[src/hw/rtl/ects_pkg.sv]
// Shared types, constants and month table for the epoch seconds to calendar converter.
package ects_pkg;

  localparam int unsigned SecsPerDay  = 86400;
  localparam int unsigned SecsPerHour = 3600;
  localparam int unsigned SecsPerMin  = 60;

  // reciprocal division: q = ((x >> Pre) * Recip) >> Post, exact over each input range
  localparam int unsigned DayPre    = 7;
  localparam int unsigned DayRecip  = 50903317;
  localparam int unsigned DayPost   = 35;
  localparam int unsigned HourPre   = 4;
  localparam int unsigned HourRecip = 9321;
  localparam int unsigned HourPost  = 21;
  localparam int unsigned MinPre    = 2;
  localparam int unsigned MinRecip  = 1093;
  localparam int unsigned MinPost   = 14;

  localparam int unsigned YearLen     = 365;
  localparam int unsigned LeapYearLen = 366;
  localparam int unsigned LeapCycle   = 400;
  localparam int unsigned Century     = 100;

  localparam int unsigned DataW   = 32;
  localparam int unsigned DaysW   = 16;
  localparam int unsigned YearW   = 12;
  localparam int unsigned YearExtW = 13;
  localparam int unsigned PcW     = 4;
  localparam int unsigned OutW    = 38;
  localparam int unsigned OutBusW = 40;

  localparam logic [3:0] LastMonth = 4'd11;

  typedef enum logic [3:0] {
    OP_QUOT,
    OP_REM,
    OP_PUT_DAYS,
    OP_PUT_HOUR,
    OP_PUT_MIN,
    OP_LOAD_EPOCH,
    OP_MOD400,
    OP_MOD100,
    OP_PUT_C100,
    OP_YEAR,
    OP_MONTH,
    OP_DONE
  } op_e;

  typedef enum logic [1:0] {
    K_DAY,
    K_HOUR,
    K_MIN
  } ksel_e;

  typedef struct packed {
    logic  en;
    op_e   op;
    ksel_e ksel;
  } ctrl_t;

  typedef struct packed {
    logic take;
    logic hold;
  } stat_t;

  function automatic logic [4:0] month_len(input logic leap, input logic [3:0] m);
    logic [4:0] len;
    case (m)
      4'd1:                      len = leap ? 5'd29 : 5'd28;
      4'd3, 4'd5, 4'd8, 4'd10:   len = 5'd30;
      default:                   len = 5'd31;
    endcase
    return len;
  endfunction

endpackage

[src/hw/rtl/epoch_seconds_to_calendar.sv]
// Top level: converts seconds since a configurable epoch year into date and time.
//
// Input stream (s_axis_*): one request carries a 32-bit unsigned seconds count.
// Output stream (m_axis_*): one result per request with year, month (0 = Jan),
// day of month (0 based), hour, minute and second.
// Config: cfg_we_i writes cfg_wdata_i into the epoch year register (reset 1970);
// write it only while no request is in flight.
// Each request runs a 16-step microprogram: days, hours and minutes each take one
// reciprocal multiply, one multiply-subtract and one store (nine fixed steps), then
// the epoch is reduced mod 400 and mod 100 one subtraction per cycle, one looping
// step strips each whole year and another steps each month.
// One request is worked at a time; the next is taken only after the previous result
// is written to the output register.
// s_axis_tready is high whenever the sequencer is idle, also while a finished
// result waits in the output register. If the receiver stalls, the next
// request runs to its final step and waits there until the output register frees.
// Reset empties the output register, idles the sequencer and restores the epoch.
module epoch_seconds_to_calendar
  import ects_pkg::*;
(
  input  logic                 clk_i,
  input  logic                 rst_ni,
  input  logic                 s_axis_tvalid,
  output logic                 s_axis_tready,
  input  logic [DataW-1:0]     s_axis_tdata,   // [31:0] seconds
  output logic                 m_axis_tvalid,
  input  logic                 m_axis_tready,
  output logic [OutBusW-1:0]   m_axis_tdata,   // [11:0] year, [15:12] month, [20:16] day,
                                               // [25:21] hour, [31:26] minute,
                                               // [37:32] second, [39:38] zero
  input  logic                 cfg_we_i,
  input  logic [YearW-1:0]     cfg_wdata_i
);

  localparam logic [YearW-1:0] EpochReset = 12'd1970;

  logic             start;
  logic             busy;
  logic [YearW-1:0] epoch_year_q;
  ctrl_t            ctrl;
  stat_t            stat;
  logic [OutW-1:0]  out_data;

  always_ff @(posedge clk_i or negedge rst_ni) begin
    if (!rst_ni) begin
      epoch_year_q <= EpochReset;
    end else if (cfg_we_i) begin
      epoch_year_q <= cfg_wdata_i;
    end
  end

  assign s_axis_tready = !busy;
  assign start         = s_axis_tvalid && !busy;

  ects_seq u_seq (
    .clk_i   (clk_i),
    .rst_ni  (rst_ni),
    .start_i (start),
    .stat_i  (stat),
    .ctrl_o  (ctrl),
    .busy_o  (busy)
  );

  ects_dp u_dp (
    .clk_i        (clk_i),
    .rst_ni       (rst_ni),
    .start_i      (start),
    .seconds_i    (s_axis_tdata),
    .epoch_year_i (epoch_year_q),
    .ctrl_i       (ctrl),
    .stat_o       (stat),
    .out_ready_i  (m_axis_tready),
    .out_valid_o  (m_axis_tvalid),
    .out_data_o   (out_data)
  );

  assign m_axis_tdata = {(OutBusW - OutW)'(0), out_data};

endmodule

[src/hw/rtl/ects_seq.sv]
// Microcode sequencer: step counter, control ROM and conditional jumps.
module ects_seq
  import ects_pkg::*;
(
  input  logic  clk_i,
  input  logic  rst_ni,
  input  logic  start_i,
  input  stat_t stat_i,
  output ctrl_t ctrl_o,
  output logic  busy_o
);

  typedef struct packed {
    op_e            op;
    ksel_e          ksel;
    logic           loop;
    logic [PcW-1:0] target;
  } uword_t;

  function automatic uword_t ucode(input logic [PcW-1:0] pc);
    uword_t w;
    case (pc)
      4'd0:    w = '{OP_QUOT,       K_DAY,  1'b0, 4'd0};
      4'd1:    w = '{OP_REM,        K_DAY,  1'b0, 4'd0};
      4'd2:    w = '{OP_PUT_DAYS,   K_DAY,  1'b0, 4'd0};
      4'd3:    w = '{OP_QUOT,       K_HOUR, 1'b0, 4'd0};
      4'd4:    w = '{OP_REM,        K_HOUR, 1'b0, 4'd0};
      4'd5:    w = '{OP_PUT_HOUR,   K_HOUR, 1'b0, 4'd0};
      4'd6:    w = '{OP_QUOT,       K_MIN,  1'b0, 4'd0};
      4'd7:    w = '{OP_REM,        K_MIN,  1'b0, 4'd0};
      4'd8:    w = '{OP_PUT_MIN,    K_MIN,  1'b0, 4'd0};
      4'd9:    w = '{OP_LOAD_EPOCH, K_DAY,  1'b0, 4'd0};
      4'd10:   w = '{OP_MOD400,     K_DAY,  1'b1, 4'd10};
      4'd11:   w = '{OP_MOD100,     K_DAY,  1'b1, 4'd11};
      4'd12:   w = '{OP_PUT_C100,   K_DAY,  1'b0, 4'd0};
      4'd13:   w = '{OP_YEAR,       K_DAY,  1'b1, 4'd13};
      4'd14:   w = '{OP_MONTH,      K_DAY,  1'b1, 4'd14};
      default: w = '{OP_DONE,       K_DAY,  1'b0, 4'd0};
    endcase
    return w;
  endfunction

  logic           busy_q, busy_d;
  logic [PcW-1:0] pc_q, pc_d;
  uword_t         word;

  assign word        = ucode(pc_q);
  assign ctrl_o.en   = busy_q && !stat_i.hold;
  assign ctrl_o.op   = word.op;
  assign ctrl_o.ksel = word.ksel;
  assign busy_o      = busy_q;

  always_comb begin
    busy_d = busy_q;
    pc_d   = pc_q;
    if (start_i) begin
      busy_d = 1'b1;
      pc_d   = '0;
    end else if (ctrl_o.en) begin
      if (word.op == OP_DONE) begin
        busy_d = 1'b0;
      end
      pc_d = (word.loop && stat_i.take) ? word.target : pc_q + 4'd1;
    end
  end

  always_ff @(posedge clk_i or negedge rst_ni) begin
    if (!rst_ni) begin
      busy_q <= 1'b0;
      pc_q   <= '0;
    end else begin
      busy_q <= busy_d;
      pc_q   <= pc_d;
    end
  end

`ifndef SYNTHESIS
  a_start_at_zero: assert property (@(posedge clk_i) disable iff (!rst_ni)
    start_i |=> busy_q && pc_q == '0)
    else $error("sequencer did not restart at step zero");

  a_hold_stalls: assert property (@(posedge clk_i) disable iff (!rst_ni)
    busy_q && stat_i.hold |=> $stable(pc_q) && busy_q)
    else $error("step counter moved while output stalled");

  a_end_on_done: assert property (@(posedge clk_i) disable iff (!rst_ni)
    $fell(busy_q) |-> $past(word.op) == OP_DONE)
    else $error("sequencer went idle outside the final step");
`endif

endmodule

[src/hw/rtl/ects_dp.sv]
// Datapath: reciprocal multiplier, shared subtractor, year and month registers, output register.
module ects_dp
  import ects_pkg::*;
(
  input  logic               clk_i,
  input  logic               rst_ni,
  input  logic               start_i,
  input  logic [DataW-1:0]   seconds_i,
  input  logic [YearW-1:0]   epoch_year_i,
  input  ctrl_t              ctrl_i,
  output stat_t              stat_o,
  input  logic               out_ready_i,
  output logic               out_valid_o,
  output logic [OutW-1:0]    out_data_o
);

  logic [DataW-1:0]    a_q;
  logic [DaysW-1:0]    q_q;
  logic [DaysW-1:0]    dn_q;
  logic [YearExtW-1:0] year_q;
  logic [6:0]          c100_q;
  logic [1:0]          cen_q;
  logic [3:0]          month_q;
  logic [4:0]          hour_q;
  logic [5:0]          minute_q;
  logic [5:0]          second_q;
  logic                out_valid_q;
  logic [OutW-1:0]     out_data_q;

  logic               leap;
  logic [DataW-1:0]   pre_x, recip, divisor, mul_x, mul_k;
  logic [2*DataW-1:0] prod;
  logic [DaysW-1:0]   quot;
  logic [DataW-1:0]   sub_a, sub_b;
  logic [DataW:0]     diff;
  logic               ge;
  logic               take;

  // leap: divisible by 4, and not a century unless the century count is a multiple of 4
  assign leap = (year_q[1:0] == 2'b00) && (c100_q != 7'd0 || cen_q == 2'd0);

  // quotient step multiplies by the reciprocal, remainder step by the divisor
  always_comb begin
    case (ctrl_i.ksel)
      K_HOUR: begin
        pre_x   = a_q >> HourPre;
        recip   = DataW'(HourRecip);
        divisor = DataW'(SecsPerHour);
      end
      K_MIN: begin
        pre_x   = a_q >> MinPre;
        recip   = DataW'(MinRecip);
        divisor = DataW'(SecsPerMin);
      end
      default: begin
        pre_x   = a_q >> DayPre;
        recip   = DataW'(DayRecip);
        divisor = DataW'(SecsPerDay);
      end
    endcase
    mul_x = (ctrl_i.op == OP_REM) ? DataW'(q_q) : pre_x;
    mul_k = (ctrl_i.op == OP_REM) ? divisor : recip;
    prod  = {{DataW{1'b0}}, mul_x} * {{DataW{1'b0}}, mul_k};
    case (ctrl_i.ksel)
      K_HOUR:  quot = DaysW'(prod >> HourPost);
      K_MIN:   quot = DaysW'(prod >> MinPost);
      default: quot = DaysW'(prod >> DayPost);
    endcase
  end

  always_comb begin
    sub_a = (ctrl_i.op == OP_YEAR || ctrl_i.op == OP_MONTH) ? DataW'(dn_q) : a_q;
    case (ctrl_i.op)
      OP_REM:      sub_b = prod[DataW-1:0];
      OP_MOD400:   sub_b = DataW'(LeapCycle);
      OP_MOD100:   sub_b = DataW'(Century);
      OP_YEAR:     sub_b = leap ? DataW'(LeapYearLen) : DataW'(YearLen);
      OP_MONTH:    sub_b = DataW'(month_len(leap, month_q));
      default:     sub_b = '0;
    endcase
    diff = {1'b0, sub_a} - {1'b0, sub_b};
    ge   = !diff[DataW];
    case (ctrl_i.op)
      OP_MOD400,
      OP_MOD100,
      OP_YEAR:     take = ge;
      OP_MONTH:    take = ge && (month_q != LastMonth);
      default:     take = 1'b0;
    endcase
  end

  assign stat_o.take = take;
  assign stat_o.hold = (ctrl_i.op == OP_DONE) && out_valid_q && !out_ready_i;

  always_ff @(posedge clk_i) begin
    if (start_i) begin
      a_q <= seconds_i;
    end else if (ctrl_i.en) begin
      case (ctrl_i.op)
        OP_QUOT: q_q <= quot;
        OP_REM:  a_q <= diff[DataW-1:0];
        OP_PUT_DAYS: dn_q <= q_q;
        OP_PUT_HOUR: hour_q <= q_q[4:0];
        OP_PUT_MIN: begin
          minute_q <= q_q[5:0];
          second_q <= a_q[5:0];
        end
        OP_LOAD_EPOCH: begin
          a_q    <= DataW'(epoch_year_i);
          year_q <= YearExtW'(epoch_year_i);
          cen_q  <= 2'd0;
        end
        OP_MOD400: begin
          if (ge) begin
            a_q <= diff[DataW-1:0];
          end
        end
        OP_MOD100: begin
          if (ge) begin
            a_q   <= diff[DataW-1:0];
            cen_q <= cen_q + 2'd1;
          end
        end
        OP_PUT_C100: begin
          c100_q  <= a_q[6:0];
          month_q <= 4'd0;
        end
        OP_YEAR: begin
          if (ge) begin
            dn_q   <= diff[DaysW-1:0];
            year_q <= year_q + YearExtW'(1);
            if (c100_q == 7'(Century - 1)) begin
              c100_q <= 7'd0;
              cen_q  <= cen_q + 2'd1;
            end else begin
              c100_q <= c100_q + 7'd1;
            end
          end
        end
        OP_MONTH: begin
          if (take) begin
            dn_q    <= diff[DaysW-1:0];
            month_q <= month_q + 4'd1;
          end
        end
        OP_DONE: begin
          out_data_q <= {second_q, minute_q, hour_q, dn_q[4:0], month_q,
                         year_q[YearW-1:0]};
        end
        default: ;
      endcase
    end
  end

  always_ff @(posedge clk_i or negedge rst_ni) begin
    if (!rst_ni) begin
      out_valid_q <= 1'b0;
    end else if (ctrl_i.en && ctrl_i.op == OP_DONE) begin
      out_valid_q <= 1'b1;
    end else if (out_ready_i) begin
      out_valid_q <= 1'b0;
    end
  end

  assign out_valid_o = out_valid_q;
  assign out_data_o  = out_data_q;

`ifndef SYNTHESIS
  a_month_range: assert property (@(posedge clk_i) disable iff (!rst_ni)
    out_valid_q |-> out_data_q[15:12] <= LastMonth)
    else $error("month out of range");

  a_time_range: assert property (@(posedge clk_i) disable iff (!rst_ni)
    out_valid_q |-> out_data_q[25:21] < 5'd24 && out_data_q[31:26] < 6'd60
                    && out_data_q[37:32] < 6'd60)
    else $error("time of day out of range");
`endif

endmodule
[config.mk]
export PLATFORM = sky130hd
export DESIGN_NAME = epoch_seconds_to_calendar
export DESIGN_NICKNAME = d
export VERILOG_FILES = /design/src/hw/rtl/ects_pkg.sv /design/src/hw/rtl/epoch_seconds_to_calendar.sv /design/src/hw/rtl/ects_seq.sv /design/src/hw/rtl/ects_dp.sv
export SDC_FILE = /design/constraint.sdc
export NUM_CORES = 2
export LEC_CHECK = 0
export BUFFER_PORTS_ARGS = -buffer_cell sky130_fd_sc_hd__clkbuf_2
export CAP_MARGIN = 20
export CORE_MARGIN = 2
export CORE_UTILIZATION = 41
export CTS_BUF_LIST = sky130_fd_sc_hd__clkbuf_4 sky130_fd_sc_hd__clkbuf_8 sky130_fd_sc_hd__clkbuf_16
export DETAILED_ROUTE_END_ITERATION = 10
export PLACE_DENSITY_LB_ADDON = 0.1
export SLEW_MARGIN = 20
export SYNTH_ARGS = -nofsm -noshare
export SYNTH_HDL_FRONTEND = slang
export SYNTH_SLANG_ARGS = --single-unit
[constraint.sdc]
create_clock -name clk_i -period 16 [get_ports clk_i]
set_input_delay 1.6 -clock clk_i [delete_from_list [all_inputs] [get_ports clk_i]]
set_output_delay 1.6 -clock clk_i [all_outputs]
set_load 0.02 [all_outputs]
After elaboration in Yosys (flattened, before gate mapping):

Memories as Yosys holds them, arrays and structs flattened.
Cells that the tools add are included.

* add/subtract/negate cells: 6
* $mul: 1
* equal/unequal tests: 25
* muxes and demuxes: 38
* bitwise gates (word level): 1
* reductions and logical operators: 41

Operators by type and width (count)
* 2-to-1 mux 32 bit: 5
* one-hot mux 32 bit (5 select lines): 1
* one-hot mux 32 bit (3 select lines): 1
* one-hot mux 30 bit (2 select lines): 1
* one-hot mux 26 bit (2 select lines): 1
* multiplier 32 x 32 -> 51 bit: 1
* one-hot mux 16 bit (3 select lines): 1
* one-hot mux 17 bit (2 select lines): 1
* subtractor 32 x 32 -> 33 bit: 1
* 2-to-1 mux 16 bit: 2
* one-hot mux 16 bit (2 select lines): 1
* 2-to-1 mux 26 bit: 1
* one-hot mux 13 bit (2 select lines): 1
* equality test 4 bit (second input constant): 6
* equality test 4 x 3 -> 1 bit (second input constant): 5
* 2-to-1 mux 4 bit: 4
* AND reduction 3 bit: 5
* 2-to-1 mux 7 bit: 2
* one-hot mux 7 bit (2 select lines): 1
* adder 13 x 1 -> 13 bit (second input constant): 1
* 2-to-1 mux 13 bit: 1
* equality test 4 x 2 -> 1 bit (second input constant): 3
* AND reduction 4 bit: 3
* nonzero test 2 bit: 6
* other kinds (32): 57

* flip-flop bits (word level): 163
* memory bits (read-only): 176
* output and inout bits: 42
* word-level logic and storage cells: 128
* memories: 1

Memories
* (name not given): words 16, bits a word 11, read ports 1, clocked after Yosys merged registers in 0, write ports 0, line ects_seq.sv:22 `case (pc)`

Depth between registers and ports, before layout:

* word-level depth: 14
* depth in mapped cells: 48
* mapped depth without buffers: 45

Modules after synthesis:

Synthesis repeated with hierarchy kept, for this count alone.

* cells, all modules: 3015
* area total of the unflattened synthesis: 28810.1 um2

Modules (own cells, without submodules)
* ects_dp: instances 1, cells an instance 2928, area an instance 27790.4 um2, sequential area each 4349.2 um2
* epoch_seconds_to_calendar: instances 1, cells an instance 30, area an instance 521.8 um2, sequential area each 309.0 um2
* ects_seq: instances 1, cells an instance 57, area an instance 498.0 um2, sequential area each 125.1 um2

Worst setup path before layout:

OpenSTA, ideal clock, no wires.

* kind: reg-to-reg
* start: register u_seq.pc_q[2]
* end: register u_dp.year_q[0] (enable)
* data arrival time: 11491 ps
* data required time: 15552 ps
* slack: 4060 ps
* cell stages (with the launch flop): 45
* buffers on the path: 5
* period minus slack after synthesis: 11940 ps
* cell sequence: dfrtp_1 -> buf_2 -> buf_1 -> nand2b_1 -> a21oi_1 -> inv_1 -> ha_1 -> clkbuf_1 -> clkbuf_1 -> nor2_1 -> a21oi_1 -> nor2_1 -> a21oi_1 -> nor2_1 -> or2_2 -> fa_1 -> fa_1 -> inv_1 -> (+9 left out) -> buf_6 -> and3_1 -> a221oi_1 -> o21ba_2 -> and2_2 -> o221ai_1 -> a2111oi_0 -> nor3_1 -> xor2_1 -> nand2_1 -> ha_1 -> nand3_1 -> a21oi_1 -> nor3_1 -> nand2_1 -> o2111ai_1 -> and2_1 -> a2111oi_0

* word-level cells in the longest chain between the ends: 9
* elaborated cells on any way between the ends: 27
* those cells by class: add/sub: 1; mul: 1; eq/ne: 10; mux: 7; reduce/logical: 7; memory: 1

Ends and longest elaborated chain
* start: declaration: line ects_seq.sv:44 `logic [PcW-1:0] pc_q, pc_d;`
* start signal: assignment: line ects_seq.sv:73 `pc_q <= pc_d;`
* memory read (16 x 11 bit) *
* equality test 2 bit / equality test 2 x 1 -> 1 bit (equally long branches): line ects_dp.sv:44 `case (ctrl_i.ksel)`
* one-hot mux 30 bit (2 select lines), or another cell as far along: line ects_dp.sv:44
* 2-to-1 mux 32 bit / 2-to-1 mux 26 bit (equally long branches): line ects_dp.sv:61, ects_dp.sv:62
* multiplier 32 x 32 -> 51 bit: line ects_dp.sv:63 `prod = {{DataW{1'b0}}, mul_x} * {{DataW{1'b0}}, mul_k};`
* one-hot mux 32 bit (5 select lines): line ects_dp.sv:73 `case (ctrl_i.op)`
* subtractor 32 x 32 -> 33 bit: line ects_dp.sv:81 `diff = {1'b0, sub_a} - {1'b0, sub_b};`
* inequality test 2 bit (no source line)
* AND reduction 4 bit (no source line) *
* end signal: assignment: line ects_dp.sv:110 `year_q <= YearExtW'(epoch_year_i);`
* end signal: assignment: line ects_dp.sv:131 `year_q <= year_q + YearExtW'(1);`
* end: declaration: line ects_dp.sv:20 `logic [YearExtW-1:0] year_q;`

Mark *: on every way between the ends. The rest lies on a longest branch, timed or not.
A chain may end at the register's enable or synchronous reset.

Worst setup path in the final report:

* start: register u_seq.pc_q[1]
* end: register u_dp.a_q[28] (enable)

* word-level cells in the longest chain between the ends: 9
* elaborated cells on any way between the ends: 29
* those cells by class: add/sub: 1; mul: 1; eq/ne: 10; mux: 7; reduce/logical: 9; memory: 1

Ends and longest elaborated chain
* memory read (16 x 11 bit) *
* equality test 2 bit / equality test 2 x 1 -> 1 bit (equally long branches): line ects_dp.sv:44
* one-hot mux 30 bit (2 select lines), or another cell as far along: line ects_dp.sv:44
* 2-to-1 mux 32 bit / 2-to-1 mux 26 bit (equally long branches): line ects_dp.sv:61, ects_dp.sv:62
* multiplier 32 x 32 -> 51 bit: line ects_dp.sv:63
* one-hot mux 32 bit (5 select lines): line ects_dp.sv:73
* subtractor 32 x 32 -> 33 bit: line ects_dp.sv:81
* inequality test 3 bit (no source line)
* AND reduction 3 bit (no source line) *
* end signal: assignment: line ects_dp.sv:97 `a_q <= seconds_i;`
* end signal: assignment: line ects_dp.sv:101 `OP_REM: a_q <= diff[DataW-1:0];`
* end signal: assignment: line ects_dp.sv:109 `a_q <= DataW'(epoch_year_i);`
* end: declaration: line ects_dp.sv:17 `logic [DataW-1:0] a_q;`

Marks and branches as above.

==> results.md <==
- The flow ran to the end, and the final reports show no timing, DRC or antenna violations.
- The area of the core is between 60000 and 70000 um2.
- The maximum number of pins on one net before global-route repair is 77.
- The post-cts resize count is 0.
- The internal reg-to-reg setup slack is 2770 ps.
- Synthesis handed over a netlist of 3044 instances.
- The overall routing resource usage is around a quarter.
- In the synthesized netlist the dominant register cell turns out to be sky130_fd_sc_hd__edfxtp_1.
- The number of global-route vias before repair is between 20000 and 25000.
- The initial antenna violation count is 1.
- The count of flip-flops with a built-in enable after synthesis is about 140.
- The hold violation total from the final report is 0.
- After floorplanning, the core was divided into between 90 and 100 placement rows.
- The minimum clock period after layout is around 13000 ps.
- The first routing iteration left about 1500 violations.
- The largest single stage delay on the critical path is about 940 ps.
- After synthesis, the netlist uses 97 different library cells.
- The insertion delay to the later sink of the worst-skew pair is between 400 and 500 ps.
- The length in cells of the worst reg-to-reg path is 38.
- In this run, CTS created clock tree buffers numbering 17.
- The area of the die is between 70000 and 80000 um2.
- Of all nets on the critical path, the largest fanout is 76.
- The upper clock frequency limit is about 0.076 GHz.
- The share of the Yosys chip area taken by registers is between 15 and 20%.
- The sink of the worst hold path is u_dp.out_data_o[26]$_DFFE_PP_.
- Measured along the y axis, the die boundary spans 267 um.
- The port buffer count is between 80 and 90.
- The largest individual stage delay along the critical path comes from the cell sky130_fd_sc_hd__nand2b_1.
- The number of DRC violations after detailed routing is 0.
- Of the cells placed in the final design, the portion with a size suffix greater than 1 is 7.35%.
- The count of final setup violators is 0.
- Across the run, the number of max-cap violations was 0.
- TritonCTS built the clock tree.
- Clock tree synthesis selected as its root buffer the cell sky130_fd_sc_hd__clkbuf_16.
- The worst register-to-register path begins at u_seq.pc_q[1]$_DFFE_PN0P_.
- The clock tree synthesis step divided the H-tree into 4 levels.
- The total cell area at the placement stage is about 30000 um2.
- In this run the most critical hold path is launched from u_dp.minute_q[0]$_DFFE_PP_.
- After clock tree synthesis, the setup repair step added 0 buffers.
- The instance count along the most critical hold path is 0.
- The total of warnings raised by yosys is 0.
- The synthesized area per cell is roughly 9.3 um2.
- Routability-driven placement finished with a final weighted congestion of approximately 0.97.
- The number of detailed-route iterations in the first pass is 6.
- The min-delay analysis places its worst path in the category flop to flop.
- The category of the worst setup path capture point is a flop.
- Dividing the detail-routed wire length by the instance count gives between 20 and 25 um.
- In this run the critical register-to-register path is captured at u_dp.a_q[28]$_DFFE_PP_.
- The post-layout net count is 3961.
- STA puts the critical path data arrival time at approximately 13000 ps.
- Global routing finished with a remaining overflow of 0.
- The worst-case clock skew is approximately 15 ps.
- The share of flip-flops with an asynchronous set or reset after synthesis is approximately 11%.
- The boundary pin count is between 90 and 100.
- The detail route stage leaves a number of antenna-violating nets equal to 0.
- The most frequent standard cell in the layout excluding fill and tap cells is sky130_fd_sc_hd__inv_1.
- The critical path is of the flop to flop type.
- The count of pins over their slew limit is 0.
- The filler cells instantiated in the layout total between 6000 and 7000.
- Relative to the synthesized area, the layout overhead comes to 7.94%.
- The post-synthesis cell area is 28400 um2.
- The total via count after detailed routing is 21200.
- The required time at the endpoint of the critical path is approximately 16000 ps.
- Setup repair after global routing left no endpoint under its margin.
- The number of buffers inserted by hold repair at cts is 0.
- The post-synthesis register bit count is approximately 160.
- Dividing the detail-routed via count by the number of cells gives 5.19.
- Adding up every negative setup slack in the final design gives 0 ps.
- The pin slew with the least headroom to its limit is around 1100 ps.
- The finished cells cover about 30000 um2.
- After detailed routing, the total wire length is 90600 um.
- 0 antenna diodes ended up in the layout.
- The final cycle utilization of the critical path is roughly 83%.
- The worst setup path is launched from a flop.
- Measured along the x axis, the die boundary spans 267 um.
- The remaining max-slew budget at the tightest pin is 24.1%.
- The clock drives around 160 sinks.
- The longest clock path from root to sink contains 2 buffers.
- The clock input transition at the sequential cells of the worst setup and hold paths is 70 ps.
- The first global-routing pass estimated ~140000 um of wire.
- Leaving out fill and tap cells, the most frequent cells in the layout are sky130_fd_sc_hd__inv_1, sky130_fd_sc_hd__fa_1, sky130_fd_sc_hd__ha_1, sky130_fd_sc_hd__nor2_1, sky130_fd_sc_hd__nand2_1.
- The most frequent cell on the critical path is sky130_fd_sc_hd__fa_1.
- After legalization and detailed placement, the total HPWL measured a little under 80000 um.
- The starting density of the core is 41.3%.
==> worst max-delay path by stage <==
stage                                          from                  endpoint  slack, ps  cells past startpoint
after CTS                 u_seq.pc_q[3]$_DFFE_PN0P_    u_dp.a_q[31]$_DFFE_PP_       2940                     38
after detailed placement  u_seq.pc_q[3]$_DFFE_PN0P_    u_dp.a_q[24]$_DFFE_PP_       2990                     38
after global placement    u_seq.pc_q[3]$_DFFE_PN0P_    u_dp.a_q[25]$_DFFE_PP_       3110                     44
after floorplan           u_seq.pc_q[2]$_DFFE_PN0P_  u_dp.year_q[0]$_DFFE_PP_       4060                     44
final                     u_seq.pc_q[1]$_DFFE_PN0P_    u_dp.a_q[28]$_DFFE_PP_       2770                     38
after global routing      u_seq.pc_q[3]$_DFFE_PN0P_    u_dp.a_q[28]$_DFFE_PP_       2030                     38
==> area by class of cell <==
type / instances / area [um2] / area share (%)
inverter: 727 / 2730 / 8.91
clock inverter: 13 / 129 / 0.421
sequential: 162 / 4780 / 15.6
tap: 931 / 1160 / 3.81
clock buffer: 18 / 433 / 1.41
timing repair buffer: 117 / 671 / 2.19
multi-input combinational: 2120 / 20700 / 67.6
==> logic make-up (layout without fill, tap and decap cells) <==
group,after synthesis,count (layout),share of synthesized area [%]
simple gates,740,740,11.8
buf+inv,824,875,11.3
compound gates,438,438,10.4
flops,162,162,16.9
other cells,2,64,0.0265
xor+xnor,89,89,2.75
mux,21,21,0.799
fa+ha+maj,768,768,46.1
==> registers in the layout, indices dropped and copies added, names as in the netlist, 4 cells and up <==
name and count:
epoch_year_q 12, u_dp.c100_q 7, u_seq.pc_q 4, u_dp.dn_q 16, u_dp.q_q 16, u_dp.hour_q 5, u_dp.year_q 12, u_dp.minute_q 6
u_dp.a_q 32, u_dp.second_q 6, u_dp.out_data_o 38, u_dp.month_q 4
==> critical path: cells and delay by family, from the launching register on <==
kind            cells  cell delay [ps]
compound gates      6             1690
fa+ha+maj          11             5580
flops               1              720
buf+inv             7             1440
xor+xnor            1              400
simple gates       13             3020
==> synthesized netlist by cell type (14+ instances only) <==
cell type	number	area share (%)
sky130_fd_sc_hd__inv_1	725	9.6
sky130_fd_sc_hd__fa_1	460	32
sky130_fd_sc_hd__ha_1	307	14
sky130_fd_sc_hd__nor2_1	252	3.3
sky130_fd_sc_hd__nand2_1	246	3.3
sky130_fd_sc_hd__edfxtp_1	144	15
sky130_fd_sc_hd__a21oi_1	140	2.5
sky130_fd_sc_hd__o21ai_0	78	1.4
sky130_fd_sc_hd__clkbuf_1	73	0.97
sky130_fd_sc_hd__xnor2_1	48	1.5
sky130_fd_sc_hd__xor2_1	41	1.3
sky130_fd_sc_hd__a21o_1	36	0.95
sky130_fd_sc_hd__nor3_1	36	0.64
sky130_fd_sc_hd__nand3_1	34	0.60
sky130_fd_sc_hd__a22oi_1	30	0.79
sky130_fd_sc_hd__nand2b_1	29	0.64
sky130_fd_sc_hd__and3_1	26	0.57
sky130_fd_sc_hd__and2_1	25	0.55
sky130_fd_sc_hd__a22o_1	21	0.65
sky130_fd_sc_hd__nor2b_1	21	0.46
sky130_fd_sc_hd__or2_2	17	0.38
sky130_fd_sc_hd__or3_1	16	0.35
sky130_fd_sc_hd__nand4_1	15	0.33
sky130_fd_sc_hd__a221oi_1	14	0.43
==> through the flow <==
stage	std cells	utilization [%]	hold WS [ps]	setup WS, ps
final	4088	44.6	416	2770
after global routing	4088	44.6	428	2030
after CTS	4087	44.6	417	2940
after detailed placement	4056	43.8	405	2990
after global placement	4056	43.8	407	3110
after floorplan	3106	-	400	4060
==> routing by layer <==
metal / vias up / track usage, % / wire length (um)
met5: - / 0 / 0
met1: 10700 / 35.3 / 39300
li1: 9775 / - / -
met2: 614 / 45.1 / 44500
met3: 101 / 2.82 / 4440
met4: 0 / 6.77 / 2470
Power is not shown: default switching activity piles up to over one toggle a cycle in this logic, so the estimate is an artifact.
